$ cat src/hw/rtl/cr3_pkg.sv
package cr3_pkg;

   // coordinate and internal widths
   localparam int CRD_W    = 32;
   localparam int PT_W     = 35;
   localparam int KN_W     = 37;
   localparam int OPA_W    = 64;
   localparam int OPB_W    = KN_W + 1;
   localparam int REM_W    = OPB_W + 1;
   localparam int NUM_W    = 104;
   localparam int SQ_W     = 70;
   localparam int ROOT_W   = SQ_W / 2;
   localparam int CNT_W    = 7;

   // iteration counts of the shared unit
   localparam int MUL_STEPS  = OPB_W;
   localparam int DIV_STEPS  = NUM_W;
   localparam int SQRT_STEPS = ROOT_W;

   // configuration port
   localparam int CSR_ADDR_W = 1;
   localparam int CSR_DATA_W = 6;
   localparam int TYPE_W     = 2;
   localparam logic [CSR_ADDR_W-1:0] CSR_SEGMENTS   = 1'b0;
   localparam logic [CSR_ADDR_W-1:0] CSR_CURVE_TYPE = 1'b1;
   localparam logic [CSR_DATA_W-1:0] SEG_RESET      = 6'd8;

   // knot spacing codes
   localparam logic [TYPE_W-1:0] CT_UNIFORM     = 2'd0;
   localparam logic [TYPE_W-1:0] CT_CENTRIPETAL = 2'd1;
   localparam logic [TYPE_W-1:0] CT_CHORDAL     = 2'd2;

   localparam logic [KN_W-1:0]  ONE_Q16   = KN_W'(65536);
   localparam logic [NUM_W-1:0] MID_LIMIT = {{(NUM_W-63){1'b0}}, 1'b1, 62'b0};

   // loop ends of the sequencer
   localparam logic [1:0] LAST_CRD    = 2'd2;
   localparam logic [1:0] LAST_KNOT   = 2'd2;
   localparam logic [2:0] LAST_INTERP = 3'd5;

   typedef enum logic [1:0] {
      OP_MUL,
      OP_DIV,
      OP_SQRT
   } cr3_op_type;

   typedef enum logic [1:0] {
      AU_IDLE,
      AU_RUN,
      AU_FIX,
      AU_DONE
   } cr3_au_state_type;

   typedef enum logic [4:0] {
      ST_IDLE,
      ST_DISPATCH,
      ST_ECHO,
      ST_LIN_MUL,
      ST_LIN_DIV,
      ST_LIN_EMIT,
      ST_KN_MUL,
      ST_KN_SQ,
      ST_KN_CSQ,
      ST_KN_NEXT,
      ST_DEG_EMIT,
      ST_T_MUL,
      ST_T_DIV,
      ST_I_MUL1,
      ST_I_MUL2,
      ST_I_DIV,
      ST_PT_EMIT,
      ST_SPAN_END,
      ST_WIN
   } cr3_state_type;

   typedef struct packed {
      logic                    start;
      cr3_op_type              op;
      logic signed [OPA_W-1:0] opa;
      logic signed [OPB_W-1:0] opb;
      logic signed [NUM_W-1:0] num;
      logic                    rnd;
   } cr3_au_req_type;

   typedef struct packed {
      logic                    done;
      logic signed [NUM_W-1:0] res;
   } cr3_au_rsp_type;

   typedef struct packed {
      logic signed [CRD_W-1:0] x;
      logic signed [CRD_W-1:0] y;
      logic signed [CRD_W-1:0] z;
      logic                    run_end;
      logic                    degenerate;
   } cr3_beat_type;

   // clamp to the signed 32-bit range
   function automatic logic signed [CRD_W-1:0] sat32(input logic signed [OPA_W-1:0] v);
      logic signed [CRD_W-1:0] r;
      if (v > 64'sd2147483647) begin
         r = 32'sh7fffffff;
      end else if (v < -64'sd2147483648) begin
         r = 32'sh80000000;
      end else begin
         r = v[CRD_W-1:0];
      end
      return r;
   endfunction

endpackage

$ cat src/hw/rtl/cr3_arith.sv
module cr3_arith (
   input  logic                    clock,
   input  logic                    reset,
   input  cr3_pkg::cr3_au_req_type au_req,
   output cr3_pkg::cr3_au_rsp_type au_rsp
);
   import cr3_pkg::*;

   cr3_au_state_type st_ff, st_in;
   cr3_op_type       op_ff, op_in;
   logic [CNT_W-1:0] cnt_ff, cnt_in;
   logic [NUM_W-1:0] wide_ff, wide_in;
   logic [REM_W-1:0] rem_ff, rem_in;
   logic [OPA_W-1:0] opnd_ff, opnd_in;
   logic             neg_ff, neg_in;
   logic signed [NUM_W-1:0] res_ff, res_in;

   logic [OPA_W-1:0] mag_a;
   logic [OPB_W-1:0] mag_b;
   logic [NUM_W-1:0] mag_n;
   logic [REM_W-1:0] div_rt, div_den, sq_rt, sq_trial;
   logic             div_ge, sq_ge;
   logic [NUM_W-1:0] q_sat;

   // operand magnitudes
   assign mag_a = au_req.opa[OPA_W-1] ? OPA_W'(-au_req.opa) : OPA_W'(au_req.opa);
   assign mag_b = au_req.opb[OPB_W-1] ? OPB_W'(-au_req.opb) : OPB_W'(au_req.opb);
   assign mag_n = au_req.num[NUM_W-1] ? NUM_W'(-au_req.num) : NUM_W'(au_req.num);

   // restoring divide step
   assign div_rt  = {rem_ff[OPB_W-1:0], wide_ff[NUM_W-1]};
   assign div_den = {1'b0, opnd_ff[OPB_W-1:0]};
   assign div_ge  = div_rt >= div_den;

   // digit-by-digit root step
   assign sq_rt    = {rem_ff[REM_W-3:0], wide_ff[SQ_W-1 -: 2]};
   assign sq_trial = {2'b00, opnd_ff[ROOT_W-1:0], 2'b01};
   assign sq_ge    = sq_rt >= sq_trial;

   assign q_sat = (wide_ff > MID_LIMIT) ? MID_LIMIT : wide_ff;

   // next state
   always_comb begin
      st_in = st_ff;
      case (st_ff)
         AU_IDLE: if (au_req.start) st_in = AU_RUN;
         AU_RUN:  if (cnt_ff == '0) st_in = AU_FIX;
         AU_FIX:  st_in = AU_DONE;
         AU_DONE: st_in = AU_IDLE;
         default: st_in = AU_IDLE;
      endcase
   end

   // outputs
   always_comb begin
      au_rsp.done = (st_ff == AU_DONE);
      au_rsp.res  = res_ff;
   end

   // datapath
   always_comb begin
      op_in   = op_ff;
      cnt_in  = cnt_ff;
      wide_in = wide_ff;
      rem_in  = rem_ff;
      opnd_in = opnd_ff;
      neg_in  = neg_ff;
      res_in  = res_ff;
      case (st_ff)
         AU_IDLE: begin
            if (au_req.start) begin
               op_in = au_req.op;
               case (au_req.op)
                  OP_MUL: begin
                     opnd_in = mag_a;
                     rem_in  = {1'b0, mag_b};
                     wide_in = '0;
                     neg_in  = au_req.opa[OPA_W-1] ^ au_req.opb[OPB_W-1];
                     cnt_in  = CNT_W'(MUL_STEPS - 1);
                  end
                  OP_DIV: begin
                     opnd_in = OPA_W'(unsigned'(au_req.opb));
                     rem_in  = '0;
                     wide_in = mag_n + (au_req.rnd ?
                               NUM_W'(unsigned'(au_req.opb) >> 1) : '0);
                     neg_in  = au_req.num[NUM_W-1];
                     cnt_in  = CNT_W'(DIV_STEPS - 1);
                  end
                  default: begin
                     opnd_in = '0;
                     rem_in  = '0;
                     wide_in = NUM_W'(au_req.num[SQ_W-1:0]);
                     neg_in  = 1'b0;
                     cnt_in  = CNT_W'(SQRT_STEPS - 1);
                  end
               endcase
            end
         end
         AU_RUN: begin
            cnt_in = cnt_ff - 1'b1;
            case (op_ff)
               OP_MUL: begin
                  wide_in = {wide_ff[NUM_W-2:0], 1'b0} +
                            (rem_ff[OPB_W-1] ? NUM_W'(opnd_ff) : '0);
                  rem_in  = {rem_ff[REM_W-2:0], 1'b0};
               end
               OP_DIV: begin
                  rem_in  = div_ge ? (div_rt - div_den) : div_rt;
                  wide_in = {wide_ff[NUM_W-2:0], div_ge};
               end
               default: begin
                  rem_in  = sq_ge ? (sq_rt - sq_trial) : sq_rt;
                  opnd_in = {opnd_ff[OPA_W-2:0], sq_ge};
                  wide_in = {wide_ff[NUM_W-3:0], 2'b00};
               end
            endcase
         end
         AU_FIX: begin
            case (op_ff)
               OP_MUL:  res_in = neg_ff ? -$signed(wide_ff) : $signed(wide_ff);
               OP_DIV:  res_in = neg_ff ? -$signed(q_sat) : $signed(q_sat);
               default: res_in = $signed(NUM_W'(opnd_ff[ROOT_W-1:0]));
            endcase
         end
         default: begin
         end
      endcase
   end

   always_ff @(posedge clock) begin
      if (reset) begin
         st_ff <= AU_IDLE;
         op_ff <= OP_MUL;
         cnt_ff <= '0;
      end else begin
         st_ff <= st_in;
         op_ff <= op_in;
         cnt_ff <= cnt_in;
      end
      wide_ff <= wide_in;
      rem_ff  <= rem_in;
      opnd_ff <= opnd_in;
      neg_ff  <= neg_in;
      res_ff  <= res_in;
   end

`ifndef SYNTHESIS
   a_start_when_idle: assert property (@(posedge clock) disable iff (reset)
      au_req.start |-> st_ff == AU_IDLE)
      else $error("shared unit started while busy");
   a_done_single: assert property (@(posedge clock) disable iff (reset)
      au_rsp.done |=> !au_rsp.done)
      else $error("done held longer than one cycle");
   a_div_bound: assert property (@(posedge clock) disable iff (reset)
      (au_rsp.done && op_ff == OP_DIV) |->
      (au_rsp.res <= $signed(MID_LIMIT) && au_rsp.res >= -$signed(MID_LIMIT)))
      else $error("quotient beyond saturation bound");
`endif

endmodule

$ cat config.mk
export PLATFORM = sky130hd
export DESIGN_NAME = cr3_arith
export DESIGN_NICKNAME = d
export VERILOG_FILES = /design/src/hw/rtl/cr3_pkg.sv /design/src/hw/rtl/cr3_arith.sv
export SDC_FILE = /design/constraint.sdc
export NUM_CORES = 2
export LEC_CHECK = 0
export BUFFER_PORTS_ARGS = -buffer_cell sky130_fd_sc_hd__buf_4
export CORE_MARGIN = 2
export CORE_UTILIZATION = 35
export CTS_BUF_LIST = sky130_fd_sc_hd__clkbuf_4
export CTS_CLUSTER_SIZE = 14
export DETAILED_ROUTE_END_ITERATION = 16
export PLACE_DENSITY = 0.52
export SYNTH_ARGS = -nofsm -noshare
export SYNTH_HDL_FRONTEND = slang
export SYNTH_SLANG_ARGS = --single-unit
export TNS_END_PERCENT = 1
$ cat constraint.sdc
create_clock -name clock -period 6.9 [get_ports clock]
set_input_delay 0.345 -clock clock [delete_from_list [all_inputs] [get_ports clock]]
set_output_delay 0.345 -clock clock [all_outputs]
set_load 0.01 [all_outputs]
# Word level (Yosys, flattened, before mapping)
# Index checks and enable logic that the tools add are counted.
classes:
  add_sub_neg: 10
  order_cmp: 3
  eq_ne: 8
  n_mux: 30
  bitwise: 1
  n_reduce_logical: 10
ops:
  columns: ["operator", "count"]
  rows:
  - ["$pmux 104 s2", 4]
  - ["$mux 104", 5]
  - ["$neg 104->104", 3]
  - ["$mux 64", 4]
  - ["$pmux 64 s2", 2]
  - ["$mux 38", 5]
  - ["$pmux 38 s2", 2]
  - ["$add 104x37->104", 1]
  - ["$add 104x64->104", 1]
  - ["$gt 104x63->1 const B", 1]
  - ["$neg 64->64", 1]
  - ["$ge 39x37->1", 1]
  - ["$ge 39x38->1", 1]
  - ["$neg 38->38", 1]
  - ["$sub 38x37->38", 1]
  - ["$sub 38x38->38", 1]
  - ["$mux 37", 1]
  - ["$pmux 7 s2", 2]
  - ["$pmux 2 s4", 1]
  - ["$logic_not 7->1", 1]
  - ["$mux 7", 1]
  - ["$sub 7x1->7 const B", 1]
  - ["$eq 2x1->1 const B", 3]
  - ["$logic_not 2->1", 3]
  - ["other kinds (9)", 15]
totals:
  register_bits: 322
  input_bits: 212
  output_inout_bits: 105

# Longest topological paths before layout
depth:
  ltp_word: 6
  depth_mapped: 23

# Least setup slack after synthesis
# Ideal clock, no wire load.
synth_timing:
  kind: "input to register"
  from: "in au_req[104] in the netlist's numbering"
  to: "reg wide_ff[99] (data pin)"
  setup_ns: 0.271
  arrival_time_ns: 5.801
  required_ns: 6.629
  path_slack_ns: 0.828
  stages: 22
  cell_sequence: "clkbuf_1 > clkbuf_1 > clkbuf_1 > clkbuf_1 > buf_1 > clkbuf_1 > clkbuf_1 > clkbuf_1 > o21ai_0 > xnor2_1 > ha_1 > clkbuf_1 > nand3_1 > a211o_1 > a21oi_1 > o211ai_1 > a211o_1 > a21oi_1 > nand3_1 > or4_4 > mux2_4 > o211ai_2"
synth_between:
  elab_chain_cells: 5
synth_lines:
  columns: ["item", "line_no", "source"]
  rows:
  - ["from (decl)", "cr3_arith.sv:4", "input cr3_pkg::cr3_au_req_type au_req,"]
  - ["$mux 104", "cr3_arith.sv:28", "assign mag_n = au_req.num[NUM_W-1] ? NUM_W'(-au_req.num) : NUM_W'(au_req.num);"]
  - ["$add 104x37->104", "cr3_arith.sv:84", "wide_in = mag_n + (au_req.rnd ?"]
  - ["$pmux 104 s2", "cr3_arith.sv:73", "case (au_req.op)"]
  - ["$mux 104", "cr3_arith.sv:71", "if (au_req.start) begin"]
  - ["$pmux 104 s2", "cr3_arith.sv:69", "case (st_ff)"]
  - ["via wide_in[99]", "cr3_arith.sv:12", "logic [NUM_W-1:0] wide_ff, wide_in;"]
  - ["to (signal assigned)", "cr3_arith.sv:140", "wide_ff <= wide_in;"]
  - ["to (decl)", "cr3_arith.sv:12", null]
# The timed path passes the listed nets, and every way through them passes these cells. The select of a mux whose other input is x is not followed.
# A chain may end at the register's enable or synchronous reset.

# Worst setup path after layout
layout_timing:
  from: "in au_req[17] in the netlist's numbering"
  to: "reg wide_ff[92] (data pin)"
layout_between:
  elab_chain_cells: 6
layout_lines:
  columns: ["item", "line_no"]
  rows:
  - ["$neg 104->104", "cr3_arith.sv:28"]
  - ["$mux 104 (*)", "cr3_arith.sv:28"]
  - ["$add 104x37->104 (*)", "cr3_arith.sv:84"]
  - ["$pmux 104 s2 (*)", "cr3_arith.sv:73"]
  - ["$mux 104 (*)", "cr3_arith.sv:71"]
  - ["$pmux 104 s2 (*)", "cr3_arith.sv:69"]
  - ["via wide_in[92]", "cr3_arith.sv:12"]
# Mark *: on every way through the listed nets, which the timed path passes. The rest lies on a longest branch. The select of a mux whose other input is x is not followed.

==> flow_metrics.tcl <==
set metrics [dict create \
    yosys_most_used_dff "edfxtp_1" \
    fin_nets 5618 \
    internal_power_uw 9780 \
    drt_iter0_markers 5426 \
    io_pins 317 \
    start_kind "input port" \
    final.setup_skew_ps 61.4 \
    path_depth 18 \
    fin_util_pct 41.1 \
    clockBufferDepth 3 \
    synth_area_leaders "edfxtp_1, ha_1, xnor2_1" \
    htree_levels 3 \
    cp_top_family "simple AND/OR/NAND/NOR gates" \
    synth_warnings 0 \
    power.density_nw_per_um2 468 \
    fmax_ghz 0.165 \
    clock_latency_ps 950 \
    ys_types 101 \
    finalHoldWorstSlack_ps 53.1 \
    post_dp_cell_area_um2 42100 \
    hold_depth 4 \
    relSlewSlack_pct 1.87 \
    dr_total_vias 41800 \
    drc 0 \
    netlist_instances 4897 \
    cts_tree "built" \
    critPathMaxFanout 16 \
    postCtsSetupBuffers 0 \
    path_cells "dlygate4sd3_1, buf_4, or4_4, or4_1, buf_4, or3_1, o31ai_1, xnor2_1, ha_1, and4_1, nand2_1, a211oi_1, a21oi_1, nor4_2, nand4_1, nor4b_2, and4_1, o32ai_1" \
    ant_nets 0 \
    synth_nets 5304 \
    grt_pass1_vias 38400 \
    rows 121 \
    die_area_um2 112000 \
    grt_pass1_wl_mm 265 \
    fin_crit_ps 6070 \
    drv_cap 0 \
    globalplace.congestion 0.981 \
    worstPathArrival_ps 6690 \
    wl_met2_mm 74.5 \
    overflow 0 \
    peakVddDrop_v 0.000506 \
    dpl.hpwl_mm 143 \
    grt_setup_unrepaired "no" \
    p_sw_share_pct 53.3 \
    grt.total_usage_pct 31.5 \
    p_comb_share_pct 66.5 \
    syn2layout_area_growth_pct 16.7 \
    final_area_um2 44700 \
    first_pass_iters 6 \
    wl_met1_mm 84.4 \
    setup_viol 0 \
    routed_wl_mm 184 \
    critPathRequiredTime_ps 7520 \
    slew_violations 0 \
    synth.largest_area_cell "edfxtp_1" \
    max_stage_delay_ps 580 \
    cts_hold_buf 122 \
    reg2reg_depth 13 \
    crit_buf_inv 3 \
    synth.most_common_cell "nand2_1" \
    critPathCaptureType "flop" \
    portBuffers 316 \
    wl_met3_mm 19.8 \
    synth_edf_count 311 \
    post_drt_wl_per_cell_um 27.4 \
    avgSynthCellArea_um2 7.82 \
    worst_pin_slew_ps 1470 \
    dp_slack_ps 425 \
    worstSetupPathType "in -> reg" \
    async_flop_share_pct 0 \
    ys_seq_elements 322 \
    grt_max_degree 125 \
    die_w_um 335 \
    layout-drive-gt1-share_pct 13.1 \
    tns_ps 0 \
    cts.sinks 322 \
    synthDominantCellAreaShare_pct 24.4 \
    fp.dieH_um 335 \
    antenna_found_initial 12 \
    root_buffer "clkbuf_4" \
    ys_top_cells_by_count "nand2_1, o21ai_0, a21oi_1" \
    via_per_inst 6.23 \
    maxUsedRoutingLayer "met4" \
    hp-class "in -> reg" \
    numCtsBuffers 97 \
    cts.clk_slew.worst_paths_ps 70 \
    core_um2 109000 \
    p_sw_uw 11200 \
    start_util_pct 35.2 \
    post_cts_resized 0 \
    period_share_pct 88.0 \
    outcome "finished clean" \
    seqPwrFrac_pct 23.5 \
    ys_seq_area_share_pct 25.0 \
    netlist_area_um2 38300 \
    clkPwrFrac_pct 10.0 \
    finalWorstSetupSlack_ps 831 \
    power_leakage_uw 0.0169 \
    finalHoldViolCount 0 \
    crit_path_top_delay_cell "nor4_2" \
]
-- power groups by stage --
stage	Clock [uW]	Sequential [uW]	Combinational, uW
floorplan	0	4260	9230
global placement	0	4860	13500
detailed placement	0	4870	13400
CTS	2130	4840	13600
global route	2220	4980	15100
finish	2090	4910	13900
-- worst register-to-register path, stage by stage (launching register included) --
cell and delay (ps):
edfxtp_1 570, nor4_1 1140, nand2_1 240, nor4_1 540, a31oi_1 200, nor4_2 630
nand2_1 150, ha_1 390, inv_1 300, a21o_1 300, o21ai_0 120, a32oi_1 250
a211o_1 230, o21ai_0 230
-- logic make-up after synthesis --
group           synth area share, %
simple gates                   23.4
compound gates                 26.8
xor+xnor                       11.7
buf+inv                        4.82
flops                          25.0
fa+ha+maj                      6.43
mux                            1.93
-- metal layers --
metal	vias to the layer above	global-route usage [%]
met3	232	7.29
li1	19200	-
met4	0	8.39
met5	-	0
met1	20300	47.4
met2	2123	44.5
-- per-stage QoR --
stage	power (uW)	cells
finish	20900	6709
global route	22300	6708
CTS	20600	6702
detailed placement	18300	6402
global placement	18300	6402
floorplan	13500	4897
-- final timing paths --
check,startpoint,to,slack [ps]
max,au_req[17],wide_ff[92]$_DFFE_PP_,830
min reg2reg,cnt_ff[6]$_SDFFE_PP0P_,cnt_ff[6]$_SDFFE_PP0P_,510
max reg2reg,wide_ff[47]$_DFFE_PP_,res_ff[30]$_DFFE_PP_,1260
min,au_req[98],wide_ff[97]$_DFFE_PP_,50
-- state kept, by name, indices dropped and copies added, names as in the netlist --
register  cells
cnt_ff        7
opnd_ff      64
wide_ff     104
rem_ff       38
neg_ff        1
st_ff         2
res_ff      104
op_ff         2
-- cell usage in the layout, fill, tap and decap left out, types with 50 or more instances in the layout --
| master | synthesis | final |
|---|---|---|
| xor2_1 | 251 | 251 |
| a31oi_1 | 56 | 55 |
| ha_1 | 192 | 190 |
| dlygate4sd3_1 | 0 | 122 |
| nand4_1 | 83 | 83 |
| and2_1 | 132 | 132 |
| o22ai_1 | 67 | 67 |
| a21o_1 | 107 | 107 |
| nor4_1 | 95 | 93 |
| or3_1 | 68 | 68 |
| a21oi_1 | 370 | 369 |
| clkbuf_4 | 0 | 129 |
| nand3_1 | 122 | 122 |
| buf_4 | 1 | 438 |
| edfxtp_1 | 311 | 311 |
| nand2_1 | 488 | 487 |
| o21ai_0 | 391 | 391 |
| xnor2_1 | 259 | 259 |
| o31ai_1 | 102 | 102 |
| mux2i_1 | 61 | 61 |
| nor3_1 | 114 | 113 |
| or4_1 | 66 | 66 |
| inv_1 | 130 | 128 |
| and3_1 | 50 | 50 |
| nor2_1 | 328 | 323 |
-- final cells by class --
cell class | instances | area, um^2
repair buffers | 562 | 4540
fillers | 11400 | 64000
diodes | 5 | 12.5
clock inverters | 50 | 368
clock buffers | 128 | 961
well taps | 1414 | 1770
flip-flops and latches | 322 | 9570
multi-input cells | 4096 | 27000
inverters | 132 | 503
No activity file was read; power rests on OpenSTA's default activity.
